[config.mk]
export PLATFORM = sky130hd
export DESIGN_NAME = topt_edge
export DESIGN_NICKNAME = d
export VERILOG_FILES = /design/src/hw/rtl/topt_pkg.sv /design/src/hw/rtl/topt_edge.sv
export SDC_FILE = /design/constraint.sdc
export NUM_CORES = 1
export LEC_CHECK = 0
export ABC_AREA = 1
export BUFFER_PORTS_ARGS = -buffer_cell sky130_fd_sc_hd__buf_2
export CORE_MARGIN = 5
export CORE_UTILIZATION = 30
export DETAILED_ROUTE_END_ITERATION = 8
export PLACE_DENSITY_LB_ADDON = 0.1
export SLEW_MARGIN = 30
export SYNTH_ARGS = -nofsm -noshare
export SYNTH_HDL_FRONTEND = slang
export SYNTH_SLANG_ARGS = --single-unit
[constraint.sdc]
create_clock -name clk_i -period 12.89 [get_ports clk_i]
set_clock_uncertainty 0.05 [all_clocks]
set_input_delay 3.867 -clock clk_i [delete_from_list [all_inputs] [get_ports clk_i]]
set_output_delay 3.867 -clock clk_i [all_outputs]
set_load 0.01 [all_outputs]
[src/hw/rtl/topt_pkg.sv]
// Package for the 3-opt tour improver: sizes and register indexes.
// No dependencies.
`default_nettype none
package topt_pkg;
  localparam int unsigned MaxCitiesDef = 64;
  localparam int unsigned CoordBitsDef = 16;
  localparam int unsigned IdW  = 16;
  localparam int unsigned LenW = 31;
  localparam int unsigned CfgW = 7;
  localparam int unsigned CfgIdxW = 1;
  localparam logic [CfgIdxW-1:0] RegSegStart = 1'b0;
  localparam logic [CfgIdxW-1:0] RegSegEnd   = 1'b1;
endpackage
`default_nettype wire

[src/hw/rtl/topt_edge.sv]
// Edge length unit: floor(sqrt((dx^2+dy^2) << 16)), one root bit per cycle.
// Depends on topt_pkg.
`default_nettype none
module topt_edge import topt_pkg::*; #(
  parameter int unsigned CoordBits = CoordBitsDef
) (
  input  wire logic                 clk_i,
  input  wire logic                 rst_ni,
  input  wire logic                 start_i,
  input  wire logic [CoordBits-1:0] ax_i,
  input  wire logic [CoordBits-1:0] ay_i,
  input  wire logic [CoordBits-1:0] bx_i,
  input  wire logic [CoordBits-1:0] by_i,
  output logic                      done_o,
  output logic [CoordBits+8:0]      len_o
);
  localparam int unsigned RadW = 2*CoordBits + 18;
  localparam int unsigned RootW = RadW/2;
  localparam int unsigned CntW = $clog2(RootW+1);

  logic [CoordBits-1:0] dx_q, dy_q;
  logic [2*CoordBits-1:0] sqx_q, sqy_q;
  logic [RadW-1:0] rad_q;
  logic [RootW-1:0] root_q;
  logic [RootW+1:0] rem_q;
  logic [CntW-1:0] cnt_q;
  logic [2:0] ph_q;
  logic [RootW+1:0] trial, remsh;

  always_comb begin
    remsh = {rem_q[RootW-1:0], rad_q[RadW-1 -: 2]};
    trial = remsh - {root_q, 2'b01};
  end

  always_ff @(posedge clk_i or negedge rst_ni) begin
    if (!rst_ni) begin
      ph_q <= '0;
      done_o <= 1'b0;
      cnt_q <= '0;
    end else begin
      done_o <= ph_q[2] && (cnt_q == CntW'(1));
      case (ph_q)
        3'd0: if (start_i) begin
          dx_q <= (ax_i > bx_i) ? ax_i - bx_i : bx_i - ax_i;
          dy_q <= (ay_i > by_i) ? ay_i - by_i : by_i - ay_i;
          ph_q <= 3'd1;
        end
        3'd1: begin
          sqx_q <= dx_q * dx_q;
          ph_q <= 3'd2;
        end
        3'd2: begin
          sqy_q <= dy_q * dy_q;
          ph_q <= 3'd3;
        end
        3'd3: begin
          rad_q <= {1'b0, {1'b0, sqx_q} + {1'b0, sqy_q}, 16'd0};
          root_q <= '0;
          rem_q <= '0;
          cnt_q <= CntW'(RootW);
          ph_q <= 3'd4;
        end
        default: begin
          if (!trial[RootW+1]) begin
            rem_q <= trial;
            root_q <= {root_q[RootW-2:0], 1'b1};
          end else begin
            rem_q <= remsh;
            root_q <= {root_q[RootW-2:0], 1'b0};
          end
          rad_q <= {rad_q[RadW-3:0], 2'b00};
          cnt_q <= cnt_q - 1'b1;
          if (cnt_q == CntW'(1)) begin
            ph_q <= 3'd0;
          end
        end
      endcase
    end
  end
  assign len_o = root_q[CoordBits+8:0];
endmodule
`default_nettype wire

==> results.md <==
* Area grow syn2layout at 7.70%
* Clock tree from TritonCTS: done
* Fillers at 10716
* Critical path's largest stage delay at 0.92 ns
* Worst-Skew Late Latency at 0.50 ns
* Initial Utilization at 30.2%
* Met1 global-route usage at 20.8%
* Synth top area share at 22.2%
* Grt total ovfl at 0
* Crit Reg-Reg Endpoint: sqx_q[30]$_DFFE_PP_
* Initial antenna violation count at 0
* CP Class: flip-flop to flip-flop
* Fin. Hold Viols at 0
* R2R setup slack at 6.66 ns
* Clock-pin transition on the worst setup and hold timing paths at 0.09 ns
* Top cells by count, synth: nand2_1 (962), inv_1 (926), fa_1 (329)
* Largest net degree at the start of global routing at 74
* CP Cell Sequence: nand2_1, fa_1, fa_1, inv_1, fa_1, fa_1, fa_1, inv_1, fa_1, inv_1, ha_1, a21oi_1, a21boi_0, nor2_1, nor2_1, nor2_1, nor2_1, nand2_1, nand2_1, nand2_1
* Arr. time, crit path at 6.42 ns
* Max_cap viols at 0
* Worst setup SP type: flip-flop
* Worst-margin pin slew at 0.937 ns
* Dpl hpwl at 66000 um
* Die W at 324 um
* Post-synthesis register bit count at 187
* Root Buffer Master: clkbuf_16
* Fin crit share at 48.3%
* Fmax at 161 MHz
* Die Y at 324 um
* Slew Viols, Final at 0
* Most used DFF post-synth: edfxtp_1
* PostCTS Resize Cnt at 0
* Status: finished clean
* Critical path required time at 13.08 ns
* FF-to-FF Start: dx_q[3]$_DFFE_PP_
* Final Util at 32.5%
* Post-synth EDFFs at 178
* Final WL at 78200 um
* Total GRT Usage at 15.1%
* Hold Crit Class: flip-flop to flip-flop
* Met3 usage at 1.64%
* Post-Syn Nets at 4610
* Rows at 115
* Met2 Usage GRT at 26.3%
* Hold_sp: cnt_q[3]$_DFFE_PN0N_
* Antenna diodes at 0
* Clk buf depth at 2
* Sequential share of the synthesized area at 18.8%
* Final Non-Filler Cells at 5206
* Yosys warnings at 0
* Share of layout cells above drive strength 1 at 5.15%
* DR pass1 iterations at 5
* Yosys top cell by area: fa_1
* Routed len/inst at 15.0 um
* Worst hold slack at 0.450 ns
* Count of buffers from port buffering at 92
* Most numerous cell in the Yosys netlist: nand2_1
* Num CTS Buffers at 17
* Mapped Cells at 3891
* Worst rel slew slack at 37.5%
* Nets at 4625
* Mapped cell area at 0.0297 mm^2
* Vias per cell at 4.43
* Die Area at 0.105 mm^2
* Crit Path Max Fanout at 16
* Grt peak-use layer: met2
* Mapped Avg Cell Area at 7.63 um^2
* CTS Sinks at 187
* Setup TNS at 0 ns
* Routed Antenna Nets at 0
* R2R cell count at 20
* Final estimated routing congestion in global placement at 0.859
* Core Box Area at 0.0983 mm^2
* Ranking of synthesized cells by area: fa_1 (22%), edfxtp_1 (18%), ha_1 (14%)
* Most common cell on crit path: fa_1
* CTS Hold Bufs at 0
* Via Count at 23074
* H-tree depth at 4
* # IOs at 93
* Post-CTS Setup Inserts at 0
* Starting DRT DRC Count at 873
* Hold Crit Depth at 1
* Unique cell type count in the Yosys netlist at 49
* Vias in the first global route at 24623
* Setup violators final at 0
* CP max stage cell: edfxtp_1
* Worst setup startpoint: dx_q[3]$_DFFE_PP_
* # DRC at 0
* Asr flop ratio synth at 4.81%
* Hold EP: cnt_q[3]$_DFFE_PN0N_
* Setup crit end kind: flip-flop
* Dpl cells at 5174
* Global-route wire length before repair at 131000 um
* Min Clock Period, post-route at 6.23 ns
* Unrepaired setup endpoints after global routing: no
## sequential cells by signal, indices dropped and copies added (netlist names)
signal,cells
cnt_q,5
done_o,1
dx_q,16
dy_q,16
len_o,25
ph_q,3
rad_q,34
rem_q,25
sqx_q,31
sqy_q,31
## through the flow
stage	setup WS (ns)	instance area, um^2
floorplan	4.88	29700
CTS	6.62	32000
detailed placement	6.65	31300
global route	6.32	32000
finish	6.66	32000
global placement	6.62	31300
## routing by layer
metal,wire (um),vias up
met4,908,0
met1,38500,10859
li1,-,11870
met2,37000,291
met5,0,-
met3,1860,54
## worst max-delay path, delay by kind of cell, from the launching register on
family,cells,cell delay [ns]
AOI/OAI and AO/OA,2,0.65
DFF,1,0.92
adders and majority gates,7,3.43
buffers and inverters,3,0.14
and+or+nand+nor,8,0.79
## cell type report
class | instances | area, um^2 | area share (%)
timing repair buffer | 99 | 517 | 1.62
tap | 1287 | 1610 | 5.04
clock buffer | 17 | 425 | 1.33
multi-input combinational | 2666 | 20100 | 63.0
inverter | 935 | 3510 | 11.0
sequential | 187 | 5570 | 17.4
clock inverter | 15 | 204 | 0.638
## worst max-delay path by stage
| stage | endpoint | slack, ns |
|---|---|---|
| 6_report | sqx_q[30]$_DFFE_PP_ | 6.66 |
| 5_1_grt | sqx_q[30]$_DFFE_PP_ | 6.32 |
| 4_1_cts | sqx_q[25]$_DFFE_PP_ | 6.62 |
| 3_5_place_dp | sqx_q[25]$_DFFE_PP_ | 6.65 |
| 3_3_place_gp | dx_q[3]$_DFFE_PP_ | 6.62 |
| 2_1_floorplan | len_o[0]$_SDFFCE_PP0P_ | 4.88 |
## kinds of logic (layout without fill, tap and decap cells)
| logic type | after synthesis | in the layout | synth area share, % |
|---|---|---|---|
| compound gates | 376 | 376 | 6.97 |
| xor+xnor | 141 | 141 | 4.16 |
| fa+ha+maj | 652 | 652 | 35.8 |
| buf+inv | 1038 | 1066 | 13.5 |
| flops | 187 | 187 | 18.8 |
| simple gates | 1497 | 1497 | 20.8 |
## cells in the final DEF, fill, tap and decap left out, types with 3 or more instances in the layout
master,instances
nand2_1,962
inv_1,926
fa_1,329
ha_1,323
nor2_1,261
a21oi_1,183
edfxtp_1,178
nand3_1,147
o21ai_0,115
xor2_1,106
buf_2,92
xnor2_1,35
nor3_1,33
nand4_1,24
o21bai_1,23
nor2_2,23
clkbuf_16,17
a21o_1,16
dfrtp_1,9
o211ai_1,8
nand3b_1,8
inv_2,8
or2_2,7
o21a_1,7
nand2_2,7
a31oi_1,6
o21ai_1,6
clkinv_8,6
buf_4,6
nor2_4,5
nor4_1,4
inv_6,4
nand2_4,3
and2_1,3
nand3_2,3
inv_12,3
Power is left out: the tool's default activity adds up to more than one toggle a clock period on the data nets, which glitch-free logic cannot reach.
